`config.mk`:
```
export PLATFORM = sky130hd
export DESIGN_NAME = led_channel_store_serializer
export DESIGN_NICKNAME = d
export VERILOG_FILES = /design/src/sv/lcss_pkg.sv /design/src/sv/lcss_front.sv /design/src/sv/lcss_queue.sv /design/src/sv/lcss_back.sv /design/src/sv/led_channel_store_serializer.sv
export SDC_FILE = /design/constraint.sdc
export NUM_CORES = 1
export LEC_CHECK = 0
export BUFFER_PORTS_ARGS = -buffer_cell sky130_fd_sc_hd__buf_2
export CAP_MARGIN = 20
export CORE_MARGIN = 4
export CORE_UTILIZATION = 40
export CTS_CLUSTER_DIAMETER = 200
export CTS_CLUSTER_SIZE = 24
export DETAILED_ROUTE_END_ITERATION = 8
export PLACE_DENSITY_LB_ADDON = 0.3
export SYNTH_ARGS = -nofsm -noshare
export SYNTH_HDL_FRONTEND = slang
export SYNTH_SLANG_ARGS = --single-unit
```
`constraint.sdc`:
```
create_clock -name clk -period 2.4 [get_ports clk]
set_clock_uncertainty 0.05 [all_clocks]
set_input_delay 0.6 -clock clk [delete_from_list [all_inputs] [get_ports clk]]
set_output_delay 0.6 -clock clk [all_outputs]
set_load 0.03 [all_outputs]
```
`src/sv/lcss_pkg.sv`:
```
// Shared types and constants for the LED channel store serializer.
package lcss_pkg;

    localparam int LED_COUNT_DEF = 8;
    localparam int LANES         = 3;
    localparam int QUEUE_DEPTH   = 2;

    localparam logic [5:0] BRI_RESET = 6'h3f;
    localparam logic [7:0] CHAN_ON   = 8'hff;
    localparam logic [7:0] CHAN_OFF  = 8'h00;
    localparam logic [6:0] PCT_MAX   = 7'd100;
    // 63/100 scaled by 2^16
    localparam logic [15:0] BRI_SCALE = 16'd41288;
    // 1/3 scaled by 2^7, exact for values below 128
    localparam logic [12:0] DIV3_MUL  = 13'd43;

    typedef enum logic [2:0] {
        MODE_BRIGHT = 3'd0,
        MODE_ON     = 3'd1,
        MODE_OFF    = 3'd2,
        MODE_COLOR  = 3'd3,
        MODE_CHAN   = 3'd4
    } mode_t;

    typedef enum logic [1:0] {
        KIND_ERR    = 2'd0,
        KIND_BRIGHT = 2'd1,
        KIND_LED    = 2'd2,
        KIND_CHAN   = 2'd3
    } kind_t;

    typedef struct packed {
        kind_t           kind;
        logic [4:0]      row;
        logic [1:0]      lane;
        logic [2:0][7:0] val;
        logic            flush;
    } cmd_t;

    typedef enum logic [1:0] {
        ST_IDLE  = 2'd0,
        ST_WRITE = 2'd1,
        ST_READ  = 2'd2,
        ST_EMIT  = 2'd3
    } state_t;

endpackage

```
`src/sv/lcss_front.sv`:
```
// Front stage: checks and decodes request words into store commands.
module lcss_front #(
    parameter int LED_COUNT = lcss_pkg::LED_COUNT_DEF
) (
    input  logic          clk,
    input  logic          rst_n,
    input  logic          req_valid,
    output logic          req_stall,
    input  logic [2:0]    mode,
    input  logic [4:0]    led_index,
    input  logic [7:0]    brightness_percent,
    input  logic [1:0]    color_count,
    input  logic [7:0]    red_value,
    input  logic [7:0]    green_value,
    input  logic [7:0]    blue_value,
    input  logic [6:0]    channel_index,
    input  logic [7:0]    channel_value,
    input  logic          burst_last,
    output logic          push,
    output lcss_pkg::cmd_t push_cmd,
    input  logic          push_ready
);

    localparam int CHAN_TOTAL = lcss_pkg::LANES * LED_COUNT;

    logic           vld_reg;
    logic           vld_next;
    lcss_pkg::cmd_t cmd_reg;
    lcss_pkg::cmd_t dec;
    logic           accept;
    logic           led_bad;
    logic           chan_bad;
    logic [6:0]     pct_sat;
    logic [22:0]    bri_prod;
    logic [5:0]     bri_v;
    logic [12:0]    div_prod;
    logic [5:0]     quo;
    logic [6:0]     rem;

    assign req_stall = vld_reg && !push_ready;
    assign accept    = req_valid && !req_stall;
    assign push      = vld_reg;
    assign push_cmd  = cmd_reg;

    assign led_bad  = {1'b0, led_index} >= 6'(LED_COUNT);
    assign chan_bad = {1'b0, channel_index} >= 8'(CHAN_TOTAL);

    assign pct_sat  = (brightness_percent > {1'b0, lcss_pkg::PCT_MAX}) ?
                      lcss_pkg::PCT_MAX : brightness_percent[6:0];
    assign bri_prod = {16'd0, pct_sat} * {7'd0, lcss_pkg::BRI_SCALE};
    assign bri_v    = bri_prod[21:16];

    assign div_prod = {6'd0, channel_index} * lcss_pkg::DIV3_MUL;
    assign quo      = div_prod[12:7];
    assign rem      = channel_index - ({1'b0, quo} + {quo, 1'b0});

    always_comb
    begin
        dec       = '0;
        dec.kind  = lcss_pkg::KIND_ERR;
        dec.row   = led_index;
        case (mode)
            lcss_pkg::MODE_BRIGHT:
            begin
                dec.kind  = led_bad ? lcss_pkg::KIND_ERR : lcss_pkg::KIND_BRIGHT;
                dec.val   = {3{2'b00, bri_v}};
                dec.flush = 1'b1;
            end
            lcss_pkg::MODE_ON:
            begin
                dec.kind  = led_bad ? lcss_pkg::KIND_ERR : lcss_pkg::KIND_LED;
                dec.val   = {3{lcss_pkg::CHAN_ON}};
                dec.flush = 1'b1;
            end
            lcss_pkg::MODE_OFF:
            begin
                dec.kind  = led_bad ? lcss_pkg::KIND_ERR : lcss_pkg::KIND_LED;
                dec.val   = {3{lcss_pkg::CHAN_OFF}};
                dec.flush = 1'b1;
            end
            lcss_pkg::MODE_COLOR:
            begin
                dec.kind   = led_bad ? lcss_pkg::KIND_ERR : lcss_pkg::KIND_LED;
                dec.val[0] = (color_count >= 2'd1) ? red_value   : lcss_pkg::CHAN_OFF;
                dec.val[1] = (color_count >= 2'd2) ? green_value : lcss_pkg::CHAN_OFF;
                dec.val[2] = (color_count == 2'd3) ? blue_value  : lcss_pkg::CHAN_OFF;
                dec.flush  = 1'b1;
            end
            lcss_pkg::MODE_CHAN:
            begin
                dec.kind  = chan_bad ? lcss_pkg::KIND_ERR : lcss_pkg::KIND_CHAN;
                dec.row   = quo[4:0];
                dec.lane  = rem[1:0];
                dec.val   = {3{channel_value}};
                dec.flush = burst_last;
            end
            default:
            begin
                dec.kind = lcss_pkg::KIND_ERR;
            end
        endcase
    end

    always_comb
    begin
        vld_next = vld_reg;
        if (accept)
            vld_next = 1'b1;
        else if (push_ready)
            vld_next = 1'b0;
    end

    always_ff @(posedge clk or negedge rst_n)
    begin
        if (!rst_n)
            vld_reg <= 1'b0;
        else
            vld_reg <= vld_next;
    end

    always_ff @(posedge clk)
    begin
        if (accept)
            cmd_reg <= dec;
    end

endmodule

```
`src/sv/lcss_queue.sv`:
```
// Short command queue between the front and back stages.
module lcss_queue (
    input  logic           clk,
    input  logic           rst_n,
    input  logic           push,
    input  lcss_pkg::cmd_t push_cmd,
    output logic           push_ready,
    output logic           pop_valid,
    output lcss_pkg::cmd_t pop_cmd,
    input  logic           pop
);

    localparam int PTR_W = (lcss_pkg::QUEUE_DEPTH > 1) ? $clog2(lcss_pkg::QUEUE_DEPTH) : 1;
    localparam int CNT_W = $clog2(lcss_pkg::QUEUE_DEPTH + 1);

    lcss_pkg::cmd_t   mem_reg [lcss_pkg::QUEUE_DEPTH];
    logic [PTR_W-1:0] wr_ptr_reg;
    logic [PTR_W-1:0] wr_ptr_next;
    logic [PTR_W-1:0] rd_ptr_reg;
    logic [PTR_W-1:0] rd_ptr_next;
    logic [CNT_W-1:0] cnt_reg;
    logic [CNT_W-1:0] cnt_next;
    logic             do_push;
    logic             do_pop;

    assign push_ready = cnt_reg != CNT_W'(lcss_pkg::QUEUE_DEPTH);
    assign pop_valid  = cnt_reg != '0;
    assign pop_cmd    = mem_reg[rd_ptr_reg];
    assign do_push    = push && push_ready;
    assign do_pop     = pop && pop_valid;

    always_comb
    begin
        wr_ptr_next = wr_ptr_reg;
        rd_ptr_next = rd_ptr_reg;
        cnt_next    = cnt_reg;
        if (do_push)
            wr_ptr_next = (wr_ptr_reg == PTR_W'(lcss_pkg::QUEUE_DEPTH - 1)) ?
                          '0 : wr_ptr_reg + 1'b1;
        if (do_pop)
            rd_ptr_next = (rd_ptr_reg == PTR_W'(lcss_pkg::QUEUE_DEPTH - 1)) ?
                          '0 : rd_ptr_reg + 1'b1;
        if (do_push && !do_pop)
            cnt_next = cnt_reg + 1'b1;
        else if (do_pop && !do_push)
            cnt_next = cnt_reg - 1'b1;
    end

    always_ff @(posedge clk or negedge rst_n)
    begin
        if (!rst_n)
        begin
            wr_ptr_reg <= '0;
            rd_ptr_reg <= '0;
            cnt_reg    <= '0;
        end
        else
        begin
            wr_ptr_reg <= wr_ptr_next;
            rd_ptr_reg <= rd_ptr_next;
            cnt_reg    <= cnt_next;
        end
    end

    always_ff @(posedge clk)
    begin
        if (do_push)
            mem_reg[wr_ptr_reg] <= push_cmd;
    end

endmodule

```
`src/sv/lcss_back.sv`:
```
// Back stage: updates the brightness and channel stores and serializes a bank.
module lcss_back #(
    parameter int LED_COUNT = lcss_pkg::LED_COUNT_DEF
) (
    input  logic           clk,
    input  logic           rst_n,
    input  logic           cmd_valid,
    input  lcss_pkg::cmd_t cmd,
    output logic           cmd_pop,
    output logic           rsp_valid,
    input  logic           rsp_stall,
    output logic           status,
    output logic           bank,
    output logic [7:0]     word,
    output logic           last
);

    localparam int ROW_W = (LED_COUNT > 1) ? $clog2(LED_COUNT) : 1;
    localparam int LANES = lcss_pkg::LANES;

    logic [5:0] bri_mem  [LANES][LED_COUNT];
    logic [7:0] chan_mem [LANES][LED_COUNT];

    logic [LANES-1:0][LED_COUNT-1:0] bri_vld_reg;
    logic [LANES-1:0][LED_COUNT-1:0] chan_vld_reg;
    logic [5:0]                      bri_rd_reg  [LANES];
    logic [7:0]                      chan_rd_reg [LANES];
    logic [LANES-1:0]                bri_vld_rd_reg;
    logic [LANES-1:0]                chan_vld_rd_reg;

    lcss_pkg::state_t state_reg;
    lcss_pkg::state_t state_next;
    lcss_pkg::cmd_t   cmd_reg;
    lcss_pkg::cmd_t   cmd_next;
    logic [ROW_W-1:0] row_reg;
    logic [ROW_W-1:0] row_next;
    logic [1:0]       lane_reg;
    logic [1:0]       lane_next;
    logic             rsp_valid_reg;
    logic             rsp_valid_next;
    logic             status_reg;
    logic             status_next;
    logic             bank_reg;
    logic             bank_next;
    logic [7:0]       word_reg;
    logic [7:0]       word_next;
    logic             last_reg;
    logic             last_next;

    logic [LANES-1:0] bri_we;
    logic [LANES-1:0] chan_we;
    logic [ROW_W-1:0] wr_row;
    logic             out_free;
    logic             is_chan_bank;
    logic [7:0]       emit_word;

    assign rsp_valid = rsp_valid_reg;
    assign status    = status_reg;
    assign bank      = bank_reg;
    assign word      = word_reg;
    assign last      = last_reg;

    assign wr_row       = cmd_reg.row[ROW_W-1:0];
    assign out_free     = !rsp_valid_reg || !rsp_stall;
    assign is_chan_bank = cmd_reg.kind != lcss_pkg::KIND_BRIGHT;

    // unwritten entries read as their reset value
    assign emit_word = is_chan_bank ?
        (chan_vld_rd_reg[lane_reg] ? chan_rd_reg[lane_reg] : 8'd0) :
        {2'b00, (bri_vld_rd_reg[lane_reg] ? bri_rd_reg[lane_reg] : lcss_pkg::BRI_RESET)};

    always_comb
    begin
        state_next     = state_reg;
        cmd_next       = cmd_reg;
        row_next       = row_reg;
        lane_next      = lane_reg;
        rsp_valid_next = rsp_valid_reg && rsp_stall;
        status_next    = status_reg;
        bank_next      = bank_reg;
        word_next      = word_reg;
        last_next      = last_reg;
        cmd_pop        = 1'b0;
        bri_we         = '0;
        chan_we        = '0;
        case (state_reg)
            lcss_pkg::ST_IDLE:
            begin
                if (cmd_valid)
                begin
                    cmd_pop    = 1'b1;
                    cmd_next   = cmd;
                    state_next = lcss_pkg::ST_WRITE;
                end
            end
            lcss_pkg::ST_WRITE:
            begin
                if (cmd_reg.kind == lcss_pkg::KIND_ERR)
                begin
                    if (out_free)
                    begin
                        rsp_valid_next = 1'b1;
                        status_next    = 1'b1;
                        bank_next      = 1'b0;
                        word_next      = 8'd0;
                        last_next      = 1'b0;
                        state_next     = lcss_pkg::ST_IDLE;
                    end
                end
                else
                begin
                    for (int l = 0; l < LANES; l++)
                    begin
                        bri_we[l]  = cmd_reg.kind == lcss_pkg::KIND_BRIGHT;
                        chan_we[l] = (cmd_reg.kind == lcss_pkg::KIND_LED) ||
                                     ((cmd_reg.kind == lcss_pkg::KIND_CHAN) &&
                                      (cmd_reg.lane == 2'(l)));
                    end
                    if (cmd_reg.flush)
                    begin
                        row_next   = ROW_W'(LED_COUNT - 1);
                        state_next = lcss_pkg::ST_READ;
                    end
                    else
                    begin
                        state_next = lcss_pkg::ST_IDLE;
                    end
                end
            end
            lcss_pkg::ST_READ:
            begin
                lane_next  = 2'(LANES - 1);
                state_next = lcss_pkg::ST_EMIT;
            end
            lcss_pkg::ST_EMIT:
            begin
                if (out_free)
                begin
                    rsp_valid_next = 1'b1;
                    status_next    = 1'b0;
                    bank_next      = is_chan_bank;
                    word_next      = emit_word;
                    last_next      = (lane_reg == 2'd0) && (row_reg == '0);
                    if (lane_reg != 2'd0)
                        lane_next = lane_reg - 1'b1;
                    else if (row_reg == '0)
                        state_next = lcss_pkg::ST_IDLE;
                    else
                    begin
                        row_next   = row_reg - 1'b1;
                        state_next = lcss_pkg::ST_READ;
                    end
                end
            end
            default:
            begin
                state_next = lcss_pkg::ST_IDLE;
            end
        endcase
    end

    always_ff @(posedge clk or negedge rst_n)
    begin
        if (!rst_n)
        begin
            state_reg     <= lcss_pkg::ST_IDLE;
            row_reg       <= '0;
            lane_reg      <= '0;
            rsp_valid_reg <= 1'b0;
            bri_vld_reg   <= '0;
            chan_vld_reg  <= '0;
        end
        else
        begin
            state_reg     <= state_next;
            row_reg       <= row_next;
            lane_reg      <= lane_next;
            rsp_valid_reg <= rsp_valid_next;
            for (int l = 0; l < LANES; l++)
            begin
                if (bri_we[l])
                    bri_vld_reg[l][wr_row] <= 1'b1;
                if (chan_we[l])
                    chan_vld_reg[l][wr_row] <= 1'b1;
            end
        end
    end

    always_ff @(posedge clk)
    begin
        cmd_reg    <= cmd_next;
        status_reg <= status_next;
        bank_reg   <= bank_next;
        word_reg   <= word_next;
        last_reg   <= last_next;
    end

    // one memory per lane, each row holds one LED
    always_ff @(posedge clk)
    begin
        for (int l = 0; l < LANES; l++)
        begin
            if (bri_we[l])
                bri_mem[l][wr_row] <= cmd_reg.val[l][5:0];
            if (chan_we[l])
                chan_mem[l][wr_row] <= cmd_reg.val[l];
            bri_rd_reg[l]      <= bri_mem[l][row_reg];
            chan_rd_reg[l]     <= chan_mem[l][row_reg];
            bri_vld_rd_reg[l]  <= bri_vld_reg[l][row_reg];
            chan_vld_rd_reg[l] <= chan_vld_reg[l][row_reg];
        end
    end

endmodule

```
`src/sv/led_channel_store_serializer.sv`:
```
// Top level of the LED channel store serializer.
// Each request updates the brightness or channel store and, unless it is the body of a
// channel-write burst, emits the whole bank from the highest word down, the final word
// marked by last. A rejected request updates nothing and emits a single error word. A
// request is decoded, registered and queued; the back stage then pops it and applies it to
// the stores, and a flush then reads a row of the three lane memories and sends its three
// words out, LED by LED. Words leave through an output register and the command queue
// lets new requests enter while a flush runs.
module led_channel_store_serializer #(
    parameter int LED_COUNT = lcss_pkg::LED_COUNT_DEF
) (
    input  logic       clk,
    input  logic       rst_n,
    input  logic       req_valid,
    output logic       req_stall,
    input  logic [2:0] mode,
    input  logic [4:0] led_index,
    input  logic [7:0] brightness_percent,
    input  logic [1:0] color_count,
    input  logic [7:0] red_value,
    input  logic [7:0] green_value,
    input  logic [7:0] blue_value,
    input  logic [6:0] channel_index,
    input  logic [7:0] channel_value,
    input  logic       burst_last,
    output logic       rsp_valid,
    input  logic       rsp_stall,
    output logic       status,
    output logic       bank,
    output logic [7:0] word,
    output logic       last
);

    logic           q_push;
    logic           q_ready;
    lcss_pkg::cmd_t q_in_cmd;
    logic           q_valid;
    lcss_pkg::cmd_t q_out_cmd;
    logic           q_pop;

    lcss_front #(
        .LED_COUNT(LED_COUNT)
    ) u_front (
        .clk                (clk),
        .rst_n              (rst_n),
        .req_valid          (req_valid),
        .req_stall          (req_stall),
        .mode               (mode),
        .led_index          (led_index),
        .brightness_percent (brightness_percent),
        .color_count        (color_count),
        .red_value          (red_value),
        .green_value        (green_value),
        .blue_value         (blue_value),
        .channel_index      (channel_index),
        .channel_value      (channel_value),
        .burst_last         (burst_last),
        .push               (q_push),
        .push_cmd           (q_in_cmd),
        .push_ready         (q_ready)
    );

    lcss_queue u_queue (
        .clk        (clk),
        .rst_n      (rst_n),
        .push       (q_push),
        .push_cmd   (q_in_cmd),
        .push_ready (q_ready),
        .pop_valid  (q_valid),
        .pop_cmd    (q_out_cmd),
        .pop        (q_pop)
    );

    lcss_back #(
        .LED_COUNT(LED_COUNT)
    ) u_back (
        .clk       (clk),
        .rst_n     (rst_n),
        .cmd_valid (q_valid),
        .cmd       (q_out_cmd),
        .cmd_pop   (q_pop),
        .rsp_valid (rsp_valid),
        .rsp_stall (rsp_stall),
        .status    (status),
        .bank      (bank),
        .word      (word),
        .last      (last)
    );

    a_err_clean: assert property (@(posedge clk) disable iff (!rst_n)
        rsp_valid && status |-> !bank && !last && (word == 8'd0))
        else $error("error word carries payload");

    a_bri_width: assert property (@(posedge clk) disable iff (!rst_n)
        rsp_valid && !status && !bank |-> (word[7:6] == 2'b00))
        else $error("brightness word wider than six bits");

    a_stall_full: assert property (@(posedge clk) disable iff (!rst_n)
        req_stall |-> q_push && !q_ready)
        else $error("request stalled while queue has room");

    a_pop_valid: assert property (@(posedge clk) disable iff (!rst_n)
        q_pop |-> q_valid)
        else $error("pop from empty queue");

endmodule
```
Word level (Yosys, flattened, before mapping)
Memory sizes are Yosys's and may differ from the RTL's. A register that Yosys moved wholly into a read port is not among the register bits.
Index checks and enable logic that the tools add are counted.
W data, S select, Z words.

word-level totals
  bits in registers = 112
  memory bits (writable) = 446
  output and inout bits = 13
  word-level logic and storage cells = 240
  memories = 5

memory list
  name                depth  width  read ports  clocked after Yosys merged registers in  wr ports  line              RTL
  u_back.chan_mem     3      64     3           0                                        3         lcss_back.sv:22   logic [7:0] chan_mem [LANES][LED_COUNT];
  u_back.bri_mem      3      48     3           0                                        3         lcss_back.sv:21   logic [5:0] bri_mem [LANES][LED_COUNT];
  u_queue.mem_reg     2      34     1           1                                        1         lcss_queue.sv:16  lcss_pkg::cmd_t mem_reg [lcss_pkg::QUEUE_DEPTH];
  u_back.chan_rd_reg  3      8      1           0                                        3         lcss_back.sv:27   logic [7:0] chan_rd_reg [LANES];
  u_back.bri_rd_reg   3      6      1           0                                        3         lcss_back.sv:26   logic [5:0] bri_rd_reg [LANES];

operators by class
  $add $sub $neg = 8
  $mul = 2
  order comparisons = 12
  eq/ne operators = 25
  muxes and demuxes = 112
  bitwise operators = 8
  reductions and logical operators = 41

operators with widths
  kind                     number
  $mux W64                 3
  $mux W48                 3
  $pmux W25 S5             1
  $mux W8                  15
  $bmux W8 S3              3
  $bmux W6 S3              3
  $mux W6                  8
  $or A8 B8 Y8             6
  $mux W1                  32
  $mux W3                  9
  $mux W2                  13
  $demux W8 S3             1
  $mul A7 B13 Y19 const B  1
  $bmux W1 S3              6
  $demux W6 S3             1
  $pmux W8 S2              1
  $mux W7                  2
  $logic_and A1 B1 Y1      13
  $eq A2 B2 Y1 const B     6
  $mul A7 B6 Y12 const B   1
  $ne A2 B1 Y1 const B     6
  $reduce_bool A2 Y1       6
  $ne A2 B2 Y1 const B     5
  $ge A4 B4 Y1 const B     2
  37 further kinds         61

Depth between registers and ports, before layout
Gate-level depths: netlist (run 1).

  word-level depth = 7
  gate-level depth with buffers = 16

Hierarchy
Synthesis (run 1) repeated with hierarchy kept, for this count alone.

unflattened totals
  cells, all modules = 1,345
  area, all modules = 24,091.9 sq um

by module, submodules not included
  module      instances  cells an instance  area each (sq um)  sequential area each (sq um)
  lcss_back   1          866                17,829.6           13,743.2
  lcss_front  1          355                3,463.3            1,046.0
  lcss_queue  1          124                2,798.9            2,142.1

Worst setup path before layout (run 1)
Ideal clock, no wire load.

  path kind = input -> register
  start point = in brightness_percent[4]
  end point = reg u_front.cmd_reg, in the netlist u_front.push_cmd[22], data pin
  setup time = 278 ps
  arrival time = 4,311 ps
  slack = -2,239 ps
  cell stages on the path = 14
  cells stage by stage = or3_1 > a31oi_1 > and2_1 > ha_1 > ha_1 > fa_1 > ha_1 > ha_1 > a211o_2 > o211ai_1 > o21ai_2 > a221oi_1 > mux2i_1 > nand3_1

RTL lines
  item                  line                                RTL
  from (decl)           led_channel_store_serializer.sv:18  input logic [7:0] brightness_percent,
  to (signal assigned)  lcss_front.sv:124                   cmd_reg <= dec;
  to (decl)             lcss_front.sv:28                    lcss_pkg::cmd_t cmd_reg;

==> results.tsv, run 1 <==
metric	value	unit
outcome	complete, but fails checks	
violations	setup timing	
grt_pass1_wl	73.9	mm
fmax	261	MHz
ir_worst_vdd	0.000849	V
dr.pass1.iters	5	
drc_errors	0	
worstPathArrival	4.09	ns
yosys-top-cells-area	edfxtp_1, mux4_2, dfrtp_1	
antenna_cells	0	
synthCells	1323	
r2r-end	u_back.bri_mem[0][18]$_DFFE_PP_	
fin_ws	-1.42	ns
async_reset_ff_share	10.4	%
drtIter0Drc	889	
root_buffer	clkbuf_16	
yosysWarnings	0	
antenna_left	0	
synth_area	0.0235	mm2
ys.flop_type	edfxtp_1	
grt_pass1_vias	12300	
synth_largest_area_cell	edfxtp_1	
crit_top_cell	ha_4	
cts.path.max_buffers	3	
clk_pin_slew	0.10	ns
critPathMaxStageDelay	0.48	ns
tightest_slew	0.721	ns
cts_tree	yes	
synth.distinct_cells	62	
period_share	159	%
maxSlewHeadroom	51.9	%
netlist_top_cells_count	edfxtp_1, mux4_2, mux2_2	
insertion_delay	0.58	ns
hold_viol	0	
grt_max_degree	75	
h-tree-depth	1	
area_growth	15.0	%
track_usage	15.2	%
drt-total-wl	47.9	mm
critPathSlowestCell	fa_1	
routedWlPerCell	20.8	um
finalNonFillerCells	2298	
routabilityCongestion	0.866	
core	0.0579	mm2
ys_ff_latch	584	
port_buffers	74	
min_to	u_front.push$_DFFE_PN0P_	
synth_edf_count	475	
rrSetupSlack	0.27	ns
setup_violations	23	
dieArea	0.0626	mm2
vias_per_cell	5.12	
slew_violations	0	
drive_above_1_share	33.7	%
pin_count	75	
path_cells	buf_6, or3_4, a31oi_4, and2_4, ha_4, ha_4, fa_1, ha_4, ha_4, a211o_2, o211ai_1, o21ai_2, buf_4, a221oi_4, a2111oi_4, a211o_1	
die_h	250	um
cts_sinks	584	
reg2reg_from	u_back.cmd_reg[27]$_DFFE_PP_	
worstSetupPathType	in2reg	
hpwl	31.9	mm
fin_area	0.0270	mm2
die_w	250	um
placed_area	0.0258	mm2
cts_buffers	28	
largest_reg_flops	192	
fp-row-count	88	
maxCapViolCount	0	
syn_avg_cell_area	17.7	um2
holdCritStartpoint	req_valid	
power_density	956	mW/mm2
overflow	0	
p_leak	9.90	nW
hold_depth	2	
setup_tns	-27.03	ns
worstSetupStartpointType	primary input	
grt_antenna_before_repair	0	
ff2ff_path_depth	4	
num_vias	11800	
seq_area_frac_synth	71.4	%
yosysMostFrequentCell	edfxtp_1	
synth_nets	1453	
rsz0062_at_grt	yes	
required	2.66	ns
nets	1641	
critPathMaxFanout	3	
synth_top_area_share	60.8	%
crit_path_end_kind	flip-flop	
period_minus_slack	3.82	ns
placed_cells	2237	
hp-class	in2reg	
initial_core_util	40.5	%
metal layers:
| layer | wire length (um) | vias to the layer above | global-route usage [%] |
|---|---|---|---|
| met4 | 906 | 0 | 2.68 |
| met2 | 23600 | 267 | 25.7 |
| met5 | 0 | - | 0 |
| li1 | - | 5428 | - |
| met3 | 1950 | 60 | 1.53 |
| met1 | 21400 | 6008 | 21.8 |
cell usage in the layout (no fill, tap or decap), types with 6 or more instances in the layout:
cell type and instances:
edfxtp_1 475, ha_1 46, mux4_2 96, o21ai_0 24, nand2b_1 18, a21o_1 14, buf_4 116, buf_6 6
buf_2 68, nor2_2 8, ha_4 12, nor2_1 58, dfrtp_1 58, nand3b_1 6, clkbuf_1 22, fa_1 9
inv_1 49, and3_1 7, nand2_1 53, buf_12 10, mux2i_1 16, mux2_2 81, dfxtp_1 48, or2_2 40
a21oi_1 32, xnor2_1 13, nand3_1 11, nor2b_1 6, clkbuf_16 29
layout make-up:
class | count | area (um2)
multi-input cells | 637 | 6680
fillers | 5015 | 30900
inverters | 55 | 219
clock buffers | 51 | 808
well taps | 765 | 957
repair buffers | 205 | 1550
flip-flops and latches | 584 | 16800
clock inverters | 1 | 16.3
worst max-delay path, delay by kind of cell:
kind | cells | cell delay [ns]
AOI/OAI and AO/OA | 7 | 1.33
adders and majority gates | 5 | 1.34
and+or+nand+nor | 2 | 0.56
buffers and inverters | 2 | 0.26
where the power goes:
group	total (W)	leakage, nW	switching, W	internal [W]
clock network	0.00529	0.391	0.00298	0.00231
registers	0.0134	5.52	0.000827	0.0126
logic	0.00707	3.99	0.00340	0.00367
total	0.0258	9.90	0.00721	0.0186
how the worst max path moves through the flow:
stage,from,end,slack (ns),cells after the start
after floorplan,brightness_percent[4],u_front.push_cmd[22]$_DFFE_PP_,-1.90,14
after global placement,brightness_percent[4],u_front.push_cmd[22]$_DFFE_PP_,-2.09,15
after detailed placement,brightness_percent[4],u_front.push_cmd[6]$_DFFE_PP_,-2.16,15
after CTS,brightness_percent[4],u_front.push_cmd[6]$_DFFE_PP_,-1.35,15
after global routing,brightness_percent[4],u_front.push_cmd[6]$_DFFE_PP_,-1.52,15
final,brightness_percent[4],u_front.push_cmd[3]$_DFFE_PP_,-1.42,16
through the flow:
stage,utilization [%],total power (W),hold WS [ns],worst slack [ns]
after floorplan,-,0.0182,0.254,-1.90
after global placement,44.5,0.0205,0.377,-2.09
after detailed placement,44.5,0.0206,0.383,-2.16
after CTS,46.2,0.0260,0.127,-1.35
after global routing,46.6,0.0272,0.145,-1.52
final,46.6,0.0258,0.163,-1.42
cell families (layout without fill, tap and decap cells):
group                      after synthesis  after routing  synth area share [%]
DFF                                    584            584                  71.4
buffers and inverters                  102            312                  1.73
xor gates and xnor gates                20             20                 0.746
and+or+nand+nor                        245            245                  5.30
AOI/OAI and AO/OA                      108            108                  3.03
adders and majority gates               68             68                  3.91
muxes                                  196            196                  13.9
repair_timing:
item                       in CTS  in global routing
gates resized for setup        24                 33
setup endpoints to repair      23                 23
buffers inserted                3                  5
pin swaps                      22                 19
hold endpoints to repair       19                  0
hold buffers                    1                  0
Note: power is estimated with default switching activity, not from simulation.
==> run 2, diff against run 1 <==
--- a/config.mk
+++ b/config.mk
@@ -12,7 +12,8 @@
 export CTS_CLUSTER_DIAMETER = 200
 export CTS_CLUSTER_SIZE = 24
 export DETAILED_ROUTE_END_ITERATION = 8
-export PLACE_DENSITY_LB_ADDON = 0.3
+export PLACE_DENSITY_LB_ADDON = 0.15
+export SLEW_MARGIN = 20
 export SYNTH_ARGS = -nofsm -noshare
 export SYNTH_HDL_FRONTEND = slang
 export SYNTH_SLANG_ARGS = --single-unit
==> results.tsv, run 2 (synthesis gave the netlist of run 1 again) <==
metric	value	unit
outcome	complete, but fails checks	
violations	setup timing	
tightest_slew	0.684	ns
clockPowerShare	20.8	%
track_usage	15.7	%
drt-total-wl	49.3	mm
hp-class	in2reg	
p_leak	9.93	nW
port_buffers	74	
maxSlewHeadroom	54.4	%
routedWlPerCell	21.4	um
period_minus_slack	3.85	ns
grt_pass1_vias	12600	
busiest_layer	met2	
cts_tree	yes	
area_growth	15.1	%
power.switching	0.00720	W
swShare	27.9	%
nets	1643	
fin_ws	-1.45	ns
cts.path.max_buffers	3	
grt_use_met2	28.0	%
drive_above_1_share	33.2	%
pwr-share-seq	51.8	%
cts_buffers	28	
internal-power	0.0186	W
grt_max_degree	74	
hpwl	33.0	mm
comb_power_share	27.4	%
hold_depth	2	
grt_util_met1	21.4	%
die_w	250	um
ff2ff_path_depth	4	
period_share	161	%
critPathSlowestCell	fa_1	
dp_worst_setup_slack	-2.23	ns
vias_per_cell	5.11	
core	0.0579	mm2
crit_top_cell	ha_4	
fin_util	46.7	%
cts_sinks	584	
required	2.67	ns
routabilityCongestion	0.836	
fp-row-count	88	
fillers	5027	
insertion_delay	0.59	ns
pin_count	75	
ir_worst_vdd	0.000530	V
power_density	954	mW/mm2
worstSetupStartpointType	primary input	
grt_pass1_wl	76.4	mm
final_cell_mix	edfxtp_1, buf_4, mux4_2	
final_common_cell	edfxtp_1	
setup_violations	23	
dr.pass1.iters	5	
overflow	0	
slew_violations	0	
largest_reg_flops	192	
rsz0062_at_grt	yes	
path_cells	buf_6, or3_4, a31oi_4, and2_4, ha_4, ha_4, fa_1, ha_4, ha_4, a211o_2, o211ai_1, o21ai_2, a221oi_4, mux2i_2, nand3_1	
critPathMaxFanout	3	
num_vias	11800	
worstPathArrival	4.13	ns
hold_viol	0	
dieArea	0.0626	mm2
antenna_cells	0	
drc_errors	0	
use_met3	1.61	%
h-tree-depth	1	
worstSetupPathType	in2reg	
maxCapViolCount	0	
clk_pin_slew	0.09	ns
initial_core_util	40.5	%
root_buffer	clkbuf_16	
whs	0.157	ns
die_h	250	um
drtIter0Drc	737	
crit_path_end_kind	flip-flop	
antenna_left	0	
grt_antenna_before_repair	0	
fmax	260	MHz
multi_input_area	0.00663	mm2
seqCellArea	0.0168	mm2
critPathMaxStageDelay	0.49	ns
run 2: changes by cell type in the layout (fill, tap and decap cells not counted), sizes merged:
cell / delta
buf: +2
run 2: what timing repair did:
item	4_1_cts	5_1_grt
setup endpoints to repair	23	23
buffers inserted	5	2
hold endpoints to repair	20	0
gates resized for setup	29	18
hold buffers	1	0
pin swaps	23	16
run 2: power groups by stage:
stage	logic, W	registers, W	clock network (W)
floorplan	0.00491	0.0133	0
global placement	0.00700	0.0136	0
detailed placement	0.00705	0.0136	0
CTS	0.00720	0.0134	0.00555
global route	0.00775	0.0135	0.00595
finish	0.00707	0.0134	0.00535
run 2: worst max-delay path: cells and delay by family:
family	cells	cell delay [ns]
mux	1	0.32
buf+inv	1	0.09
compound gates	5	1.07
fa+ha+maj	5	1.34
simple gates	3	0.69
run 2: final timing paths:
kind	from	to	slack (ns)
worst max-delay path	brightness_percent[4]	u_front.push_cmd[14]$_DFFE_PP_	-1.45
worst min-delay path	req_valid	u_front.push$_DFFE_PN0P_	0.16
worst max register to register	u_back.cmd_reg[27]$_DFFE_PP_	u_back.bri_mem[0][66]$_DFFE_PP_	0.24
worst min register to register	u_front.push_cmd[11]$_DFFE_PP_	u_queue.mem_reg[1][11]$_DFFE_PP_	0.39
max in group asynchronous	rst_n	u_back.chan_vld_reg[4]$_DFFE_PN0P_	1.19
min in group asynchronous	rst_n	u_back.lane_reg[1]$_DFFE_PN0P_	0.48
run 2: final cells by class:
class | count | share of cell area, %
inverter | 55 | 0.820
tap | 765 | 3.54
timing repair buffer | 207 | 6.02
multi-input combinational | 637 | 24.5
clock buffer | 51 | 2.99
clock inverter | 1 | 0.0602
sequential | 584 | 62.0
run 2: routing by layer:
metal | vias to the layer above | routed length, um
met4 | 0 | 670
met3 | 36 | 1910
met2 | 212 | 25300
met5 | - | 0
li1 | 5430 | -
met1 | 6081 | 21500
run 2: through the flow:
| stage | total power [W] | std cells | TNS, ns | instance area [um2] |
|---|---|---|---|---|
| floorplan | 0.0182 | 1323 | -35.64 | 23600 |
| global route | 0.0272 | 2300 | -29.56 | 27000 |
| CTS | 0.0261 | 2299 | -26.85 | 26900 |
| finish | 0.0258 | 2300 | -27.09 | 27000 |
| detailed placement | 0.0207 | 2244 | -43.55 | 25900 |
| global placement | 0.0206 | 2244 | -42.25 | 25900 |
